--- config.mk ---
export PLATFORM = sky130hd
export DESIGN_NAME = uart_frame_transmitter
export DESIGN_NICKNAME = d
export VERILOG_FILES = /design/src/rtl/core/uft_pkg.sv /design/src/rtl/core/uft_frame_build.sv /design/src/rtl/core/uft_tx_core.sv /design/src/rtl/core/uart_frame_transmitter.sv
export SDC_FILE = /design/constraint.sdc
export NUM_CORES = 1
export LEC_CHECK = 0
export ABC_AREA = 1
export ABC_CLOCK_PERIOD_IN_PS = 3500
export BUFFER_PORTS_ARGS = -buffer_cell sky130_fd_sc_hd__clkbuf_2
export CAP_MARGIN = 20
export CORE_UTILIZATION = 58
export DETAILED_ROUTE_END_ITERATION = 10
export PLACE_DENSITY = 0.85
export SLEW_MARGIN = 20
export SYNTH_ARGS = -nofsm -noshare
export SYNTH_HDL_FRONTEND = slang
export SYNTH_SLANG_ARGS = --single-unit
--- constraint.sdc ---
create_clock -name clk -period 3.5 [get_ports clk]
set_input_delay 0.175 -clock clk [delete_from_list [all_inputs] [get_ports clk]]
set_output_delay 0.175 -clock clk [all_outputs]
set_load 0.005 [all_outputs]
--- src/rtl/core/uft_pkg.sv ---
// shared types and constants for the uart frame transmitter
// no dependencies; imported by every module of the block
`timescale 1ns / 1ps

package uft_pkg;

	localparam int FRAME_W = 13;
	localparam int CNT_W   = 4;

	typedef enum logic [1:0] {
		PH_STOPPED,
		PH_IDLE,
		PH_SEND,
		PH_END
	} phase_t;

	// register indexes on the config port
	localparam logic [1:0] REG_TX_ENABLE   = 2'd0;
	localparam logic [1:0] REG_DATA_BITS   = 2'd1;
	localparam logic [1:0] REG_PARITY_MODE = 2'd2;
	localparam logic [1:0] REG_STOP_BITS   = 2'd3;

	// parity modes, any other code means no parity
	localparam logic [1:0] PAR_EVEN = 2'd1;
	localparam logic [1:0] PAR_ODD  = 2'd2;

	localparam logic [CNT_W-1:0] MIN_DATA_BITS = 4'd5;
	localparam logic [CNT_W-1:0] MAX_DATA_BITS = 4'd9;

	typedef struct packed {
		logic             tx_enable;
		logic [CNT_W-1:0] data_bits;
		logic [1:0]       parity_mode;
		logic [1:0]       stop_bits;
	} cfg_t;

	typedef struct packed {
		logic change;
		logic value;
	} en_evt_t;

	typedef struct packed {
		logic [FRAME_W-1:0] shift;
		logic [CNT_W-1:0]   length;
	} frame_t;

	typedef struct packed {
		logic       line_level;
		logic       busy_res;
		logic       load_taken;
		logic       frame_done;
		logic [7:0] sent_byte;
	} result_t;

endpackage

--- src/rtl/core/uft_frame_build.sv ---
// builds the serial frame (start, data, parity, stop bits) for a load word
// depends on uft_pkg
`timescale 1ns / 1ps

module uft_frame_build (
	input  uft_pkg::cfg_t   cfg,
	input  logic [7:0]      data_byte,
	input  logic            ninth_bit,
	output uft_pkg::frame_t frame
);
	import uft_pkg::*;

	logic [CNT_W-1:0]   nb;
	logic [1:0]         sb;
	logic [7:0]         mask8;
	logic [7:0]         masked;
	logic               par_en;
	logic               par_bit;
	logic [CNT_W-1:0]   len;
	logic [FRAME_W-1:0] shift;
	logic [FRAME_W-1:0] stop_mask;

	always_comb begin
		nb = cfg.data_bits;
		if (nb < MIN_DATA_BITS) begin
			nb = MIN_DATA_BITS;
		end else if (nb > MAX_DATA_BITS) begin
			nb = MAX_DATA_BITS;
		end

		if (cfg.stop_bits == 2'd0) begin
			sb = 2'd1;
		end else if (cfg.stop_bits == 2'd3) begin
			sb = 2'd2;
		end else begin
			sb = cfg.stop_bits;
		end

		mask8  = (nb >= 4'd8) ? 8'hFF : (8'hFF >> (4'd8 - nb));
		masked = data_byte & mask8;

		// start bit sits in bit 0 as a zero
		shift = {4'b0000, masked, 1'b0};
		if (nb == MAX_DATA_BITS) begin
			shift[9] = ninth_bit;
		end
		len = nb + 4'd1;

		par_en  = (cfg.parity_mode == PAR_EVEN) || (cfg.parity_mode == PAR_ODD);
		par_bit = (^masked) ^ (cfg.parity_mode == PAR_ODD);
		if (par_en) begin
			shift = shift | (FRAME_W'(par_bit) << len);
			len   = len + 4'd1;
		end

		stop_mask = (sb == 2'd2) ? FRAME_W'(2'b11) : FRAME_W'(2'b01);
		shift     = shift | (stop_mask << len);
		len       = len + {2'b00, sb};

		frame.shift  = shift;
		frame.length = len;
	end

endmodule

--- src/rtl/core/uft_tx_core.sv ---
// transmitter state: phase machine, frame shifter, bit counter and line level
// depends on uft_pkg and uft_frame_build
`timescale 1ns / 1ps

module uft_tx_core (
	input  logic             clk,
	input  logic             arst_n,
	input  uft_pkg::cfg_t    cfg,
	input  uft_pkg::en_evt_t en_evt,
	input  logic             step,
	input  logic             operation,
	input  logic [7:0]       data_byte,
	input  logic             ninth_bit,
	output uft_pkg::result_t result
);
	import uft_pkg::*;

	phase_t             phase_q, phase_d;
	logic [FRAME_W-1:0] shift_q, shift_d;
	logic [CNT_W-1:0]   bit_count_q, bit_count_d;
	logic [CNT_W-1:0]   length_q, length_d;
	logic               line_q, line_d;
	logic [7:0]         byte_q, byte_d;
	logic [CNT_W-1:0]   count_inc;
	logic               taken;
	logic               done;
	frame_t             frame;

	uft_frame_build u_build (
		.cfg       (cfg),
		.data_byte (data_byte),
		.ninth_bit (ninth_bit),
		.frame     (frame)
	);

	always_ff @(posedge clk or negedge arst_n) begin
		if (!arst_n) begin
			phase_q     <= PH_STOPPED;
			shift_q     <= '0;
			bit_count_q <= '0;
			length_q    <= '0;
			line_q      <= 1'b1;
			byte_q      <= '0;
		end else begin
			phase_q     <= phase_d;
			shift_q     <= shift_d;
			bit_count_q <= bit_count_d;
			length_q    <= length_d;
			line_q      <= line_d;
			byte_q      <= byte_d;
		end
	end

	always_comb begin
		phase_d     = phase_q;
		shift_d     = shift_q;
		bit_count_d = bit_count_q;
		length_d    = length_q;
		line_d      = line_q;
		byte_d      = byte_q;
		count_inc   = bit_count_q + 4'd1;
		taken       = 1'b0;
		done        = 1'b0;

		if (en_evt.change) begin
			phase_d = en_evt.value ? PH_IDLE : PH_STOPPED;
			line_d  = 1'b1;
		end else if (step) begin
			if (operation) begin
				if (cfg.tx_enable && (phase_q == PH_IDLE)) begin
					// start bit goes out at once
					line_d      = frame.shift[0];
					shift_d     = frame.shift >> 1;
					bit_count_d = 4'd1;
					length_d    = frame.length;
					phase_d     = (frame.length == 4'd1) ? PH_END : PH_SEND;
					byte_d      = data_byte;
					taken       = 1'b1;
				end
			end else begin
				case (phase_q)
					PH_SEND: begin
						line_d      = shift_q[0];
						shift_d     = shift_q >> 1;
						bit_count_d = count_inc;
						if (count_inc == length_q) begin
							phase_d = PH_END;
						end
					end
					PH_END: begin
						phase_d = PH_IDLE;
						line_d  = 1'b1;
						done    = 1'b1;
					end
					default: begin
					end
				endcase
			end
		end

		result.line_level = line_d;
		result.busy_res   = (phase_d == PH_SEND) || (phase_d == PH_END);
		result.load_taken = taken;
		result.frame_done = done;
		result.sent_byte  = done ? byte_q : 8'h00;
	end

`ifndef SYNTHESIS
	a_count_below_length: assert property (@(posedge clk) disable iff (!arst_n)
		(phase_q == PH_SEND) |-> (bit_count_q < length_q))
		else $error("bit counter reached frame length while sending");

	a_idle_line_high: assert property (@(posedge clk) disable iff (!arst_n)
		((phase_q == PH_IDLE) || (phase_q == PH_STOPPED)) |-> line_q)
		else $error("line not idle high outside a frame");

	a_done_returns_idle: assert property (@(posedge clk) disable iff (!arst_n)
		(step && !en_evt.change && !operation && (phase_q == PH_END)) |=>
		((phase_q == PH_IDLE) && line_q))
		else $error("frame end did not return to idle");
`endif

endmodule

--- src/rtl/core/uart_frame_transmitter.sv ---
// top level of the uart frame transmitter: config registers, input and output stages
// depends on uft_pkg and uft_tx_core
`timescale 1ns / 1ps

// One word per clock in both directions unless the result stream stalls. An input word
// is registered in the input stage, processed against the transmitter state once the
// output register is free or being taken, and its result is written to the output
// register. The input stage refills while a finished result waits, so the block stalls
// only when the output register is full and not taken. A tick word (tuser 0) shifts out
// one frame bit while sending or ends the frame after its last bit; a load word
// (tuser 1) starts a frame only when enabled and idle. The config port is ready only
// while the input stage is empty, so a register write never lands on a word in process.
module uart_frame_transmitter (
	input  logic        clk,
	input  logic        arst_n,
	// config write channel
	input  logic        cfg_valid,
	output logic        cfg_ready,
	input  logic [1:0]  cfg_index,
	input  logic [3:0]  cfg_data,
	// input stream
	input  logic        s_axis_tvalid,
	output logic        s_axis_tready,
	input  logic [15:0] s_axis_tdata,  // [7:0] data_byte, [8] ninth_bit, [15:9] zero
	input  logic        s_axis_tuser,  // [0] operation
	// result stream
	output logic        m_axis_tvalid,
	input  logic        m_axis_tready,
	output logic [15:0] m_axis_tdata   // [0] line_level, [1] busy_res, [2] load_taken,
	                                   // [3] frame_done, [11:4] sent_byte, [15:12] zero
);
	import uft_pkg::*;

	cfg_t       cfg_q;
	en_evt_t    en_evt;
	logic       cfg_wr;

	logic       valid_s1;
	logic       op_s1;
	logic [7:0] byte_s1;
	logic       bit9_s1;
	logic       advance;

	result_t    result;
	logic       out_valid_q;
	logic [15:0] out_data_q;

	assign cfg_ready = !valid_s1;
	assign cfg_wr    = cfg_valid && cfg_ready;

	always_ff @(posedge clk or negedge arst_n) begin
		if (!arst_n) begin
			cfg_q.tx_enable   <= 1'b0;
			cfg_q.data_bits   <= 4'd8;
			cfg_q.parity_mode <= 2'd0;
			cfg_q.stop_bits   <= 2'd1;
		end else if (cfg_wr) begin
			case (cfg_index)
				REG_TX_ENABLE:   cfg_q.tx_enable   <= cfg_data[0];
				REG_DATA_BITS:   cfg_q.data_bits   <= cfg_data;
				REG_PARITY_MODE: cfg_q.parity_mode <= cfg_data[1:0];
				REG_STOP_BITS:   cfg_q.stop_bits   <= cfg_data[1:0];
				default: begin
				end
			endcase
		end
	end

	// only a real change of the enable moves the phase
	assign en_evt.change = cfg_wr && (cfg_index == REG_TX_ENABLE) &&
		(cfg_data[0] != cfg_q.tx_enable);
	assign en_evt.value  = cfg_data[0];

	assign advance       = valid_s1 && (!out_valid_q || m_axis_tready);
	assign s_axis_tready = !valid_s1 || advance;

	always_ff @(posedge clk or negedge arst_n) begin
		if (!arst_n) begin
			valid_s1 <= 1'b0;
		end else if (s_axis_tready) begin
			valid_s1 <= s_axis_tvalid;
		end
	end

	always_ff @(posedge clk) begin
		if (s_axis_tready && s_axis_tvalid) begin
			op_s1   <= s_axis_tuser;
			byte_s1 <= s_axis_tdata[7:0];
			bit9_s1 <= s_axis_tdata[8];
		end
	end

	uft_tx_core u_core (
		.clk       (clk),
		.arst_n    (arst_n),
		.cfg       (cfg_q),
		.en_evt    (en_evt),
		.step      (advance),
		.operation (op_s1),
		.data_byte (byte_s1),
		.ninth_bit (bit9_s1),
		.result    (result)
	);

	always_ff @(posedge clk or negedge arst_n) begin
		if (!arst_n) begin
			out_valid_q <= 1'b0;
		end else if (advance) begin
			out_valid_q <= 1'b1;
		end else if (m_axis_tready) begin
			out_valid_q <= 1'b0;
		end
	end

	always_ff @(posedge clk) begin
		if (advance) begin
			out_data_q <= {4'b0000, result.sent_byte, result.frame_done,
				result.load_taken, result.busy_res, result.line_level};
		end
	end

	assign m_axis_tvalid = out_valid_q;
	assign m_axis_tdata  = out_data_q;

`ifndef SYNTHESIS
	a_stall_only_when_full: assert property (@(posedge clk) disable iff (!arst_n)
		!s_axis_tready |-> (valid_s1 && out_valid_q && !m_axis_tready))
		else $error("input stalled without a blocked result");

	a_taken_done_exclusive: assert property (@(posedge clk) disable iff (!arst_n)
		out_valid_q |-> !(out_data_q[2] && out_data_q[3]))
		else $error("load taken and frame done in one result");

	a_done_line_idle: assert property (@(posedge clk) disable iff (!arst_n)
		(out_valid_q && out_data_q[3]) |-> (out_data_q[0] && !out_data_q[1]))
		else $error("frame done with line low or still busy");

	a_taken_starts_low: assert property (@(posedge clk) disable iff (!arst_n)
		(out_valid_q && out_data_q[2]) |-> (!out_data_q[0] && out_data_q[1]))
		else $error("load taken without start bit on the line");
`endif

endmodule
==> flow_summary.toml <==
[power_and_ir_drop]
p_clk_share_pct = 23.7
p_int_mw = 1.83
pwr-share-comb_pct = 39.2
power_mw = 3.08
switching_share_pct = 40.7
power_switching_mw = 1.25
pwr-share-seq_pct = 37.1
static-leakage-power_nw = 1.99
ir_drop_mv = 0.476
power.density_nw_per_um2 = 744

[route]
drcViolationCount = 0
vias = 3192
routed_via_density = 5.51
ant_nets = 0
wire_per_inst_um = 15.1
drt_pre_antenna_iters = 5
drtIter0Drc = 188
wirelength_um = 8720

[global_routing]
grt_antenna_before_repair = 0
track_usage_pct = 28.8
grt_pass1_wl_um = 13700
grt_max_degree = 42
overflow = 0
grt_pass1_vias = 3061

[final_layout]
diodes = 0
finish.net_count = 538
area_growth_pct = 15.7
drive_gt1_share_pct = 17.3
nFillCells = 464
fin_cells = 579

[die]
ioPinCount = 47
die_height_um = 80.6
die_area_um2 = 6490
core_area_um2 = 5920
chipWidth_um = 80.6
start_util_pct = 60.5
rows = 28

[synthesis]
yosysTopAreaCellShare_pct = 27.3
synthArstFlopShare_pct = 65.1
post-synth-top-count-cell = "nand2_1"
synthCells = 450
ys_seq_elements = 63
yosysTopAreaCell = "dfrtp_1"
synth.top_cells.by_area = "dfrtp_1, edfxtp_1, nand2_1"
synth_area_um2 = 3580
yosysSeqAreaShare_pct = 47.2
yosys-top-cells-count = "nand2_1, inv_1, nor2_1"
synth_edf_count = 22
synth.distinct_cells = 39
synthFlopType = "dfrtp_1"
synth.avg_cell_area_um2 = 7.95
ys_warn_count = 0

[place]
placed_cells = 553
portBuffers = 35
dp_hpwl_um = 5890
gp_congestion = 0.870

[outcome]
status = "complete, but fails checks"
violations = "negative hold slack"

[sta]
min_period_ns = 3.22
finalSetupViolCount = 0
fin_setup_tns_ns = 0
hold_viol_final = 39
period_share_pct = 92.1
tightest_slew_ns = 0.959
finClkSkew_ns = 0.00840
max_freq_mhz = 310
finalMaxSlewViolations = 0
rsz0062_at_grt = "no"
hold_slack_ns = -0.0283
maxSlewHeadroom_pct = 36.0

[clock_network]
insertion_delay_ns = 0.35
cts_buffers = 9
clock-sinks = 63
clock_path_buffers = 2
htreeDepth = 3
root_buffer = "clkbuf_8"
cts_tree = "yes"
clk_pin_slew_worst_paths_ns = 0.08

[flow_run]
maxCapViolCount = 0

[critical_path]
required_ns = 3.68
cp.arrival_ns = 3.40
crit_fanout = 10
path_class = "reg2reg"
start_kind = "flop"
critPathCaptureType = "flop"

[hold_path]
hold_class = "in2async"
per-stage QoR:
stage	instance area (um^2)	worst slack (ns)	utilization, %
after global routing	4140	0.0384	69.9
after global placement	3810	0.449	64.3
after detailed placement	3810	0.337	64.3
final	4140	0.278	69.9
after floorplan	3590	0.667	-
after CTS	4120	0.316	69.5
area by class of cell:
type | instances | area [um^2] | area share (%)
flip-flops and latches | 63 | 1690 | 40.8
well taps | 75 | 93.8 | 2.27
multi-input cells | 318 | 1600 | 38.7
repair buffers | 49 | 305 | 7.37
inverters | 58 | 220 | 5.32
clock buffers | 9 | 124 | 2.99
clock inverters | 7 | 104 | 2.51
worst max-delay path, stage by stage, from the launching register on:
cell and delay (ns):
dfstp_2 0.66, inv_4 0.10, nor4_1 0.42, ha_1 0.35, nand2_1 0.13, nand3_1 0.09
nand2_1 0.17, inv_1 0.06, nand2_1 0.10, nand3_1 0.10, nand2_1 0.09, nand3_1 0.08
nand2_2 0.10, nand4_1 0.14, o21bai_1 0.18, nand2_1 0.08, a21oi_1 0.19
cells by family (layout without fill, tap and decap cells):
kind of cell | Yosys count | count (layout) | share of synthesized area [%]
compound gates | 69 | 69 | 10.1
xor+xnor | 9 | 9 | 2.83
fa+ha+maj | 11 | 11 | 4.05
buf+inv | 72 | 123 | 8.39
flops | 63 | 63 | 47.2
mux | 1 | 1 | 0.315
other cells | 1 | 4 | 0.105
simple gates | 224 | 224 | 27.0
routing by layer:
layer	wire length [um]	global-route usage [%]
met2	4380	48.4
met4	240	12.5
met1	3580	34.7
met5	0	0
met3	514	7.50
worst paths after layout:
kind	end	cells after the start	slack, ns	startpoint
max in group asynchronous	cfg_q[4]$_DFFE_PN0P_	1	2.92	arst_n
worst max-delay path	m_axis_tdata[0]$_DFFE_PP_	16	0.28	cfg_q[7]$_DFFE_PN1P_
worst min-delay path	u_core.bit_count_q[1]$_DFFE_PN0P_	1	-0.03	arst_n
worst max register to register	m_axis_tdata[0]$_DFFE_PP_	16	0.28	cfg_q[7]$_DFFE_PN1P_
min in group clk	cfg_q[7]$_DFFE_PN1P_	3	0.05	cfg_data[3]
worst min register to register	u_core.shift_q[11]$_DFFE_PN0P_	2	0.48	u_core.shift_q[11]$_DFFE_PN0P_
power by group through the flow:
| stage | Clock [mW] | Sequential, mW | Combinational [mW] |
|---|---|---|---|
| floorplan | 0 | 1.11 | 0.912 |
| global placement | 0 | 1.14 | 1.13 |
| detailed placement | 0 | 1.15 | 1.17 |
| CTS | 0.731 | 1.14 | 1.19 |
| global route | 0.768 | 1.17 | 1.37 |
| finish | 0.730 | 1.14 | 1.21 |
what timing repair did:
action	CTS	global route
setup endpoints to repair	0	1
gates resized for setup	0	1
hold buffers	8	2
setup buffers	0	0
endpoints found under the hold margin	8	2
cells in the final DEF, fill, tap and decap left out, drive strengths merged:
cell type    synthesis  layout
a211oi               2       2
a21oi               13      13
a31oi                3       3
buf                  9       5
bufinv               0       2
clkbuf               5      43
clkinv               0       3
conb                 1       4
dfrtp               39      39
dfstp                2       2
dlygate4sd3          0      10
edfxtp              22      22
fa                   1       1
ha                  10      10
inv                 58      60
mux2                 1       1
nand2              127     127
nand3               33      33
nand4                3       3
nor2                54      54
nor3                 3       3
nor4                 2       2
o21ai               49      49
o21bai               1       1
o31ai                1       1
or2                  2       2
xnor2                3       3
xor2                 6       6
sequential cells by signal, indices dropped and copies added (netlist names):
register,cells
valid_s1,1
cfg_q,8
u_core.shift_q,12
bit9_s1,1
m_axis_tdata,12
m_axis_tvalid,1
u_core.line_q,1
u_core.byte_q,8
u_core.length_q,4
op_s1,1
u_core.bit_count_q,4
byte_s1,8
u_core.phase_q,2
Power figures use the tool's default switching activity.
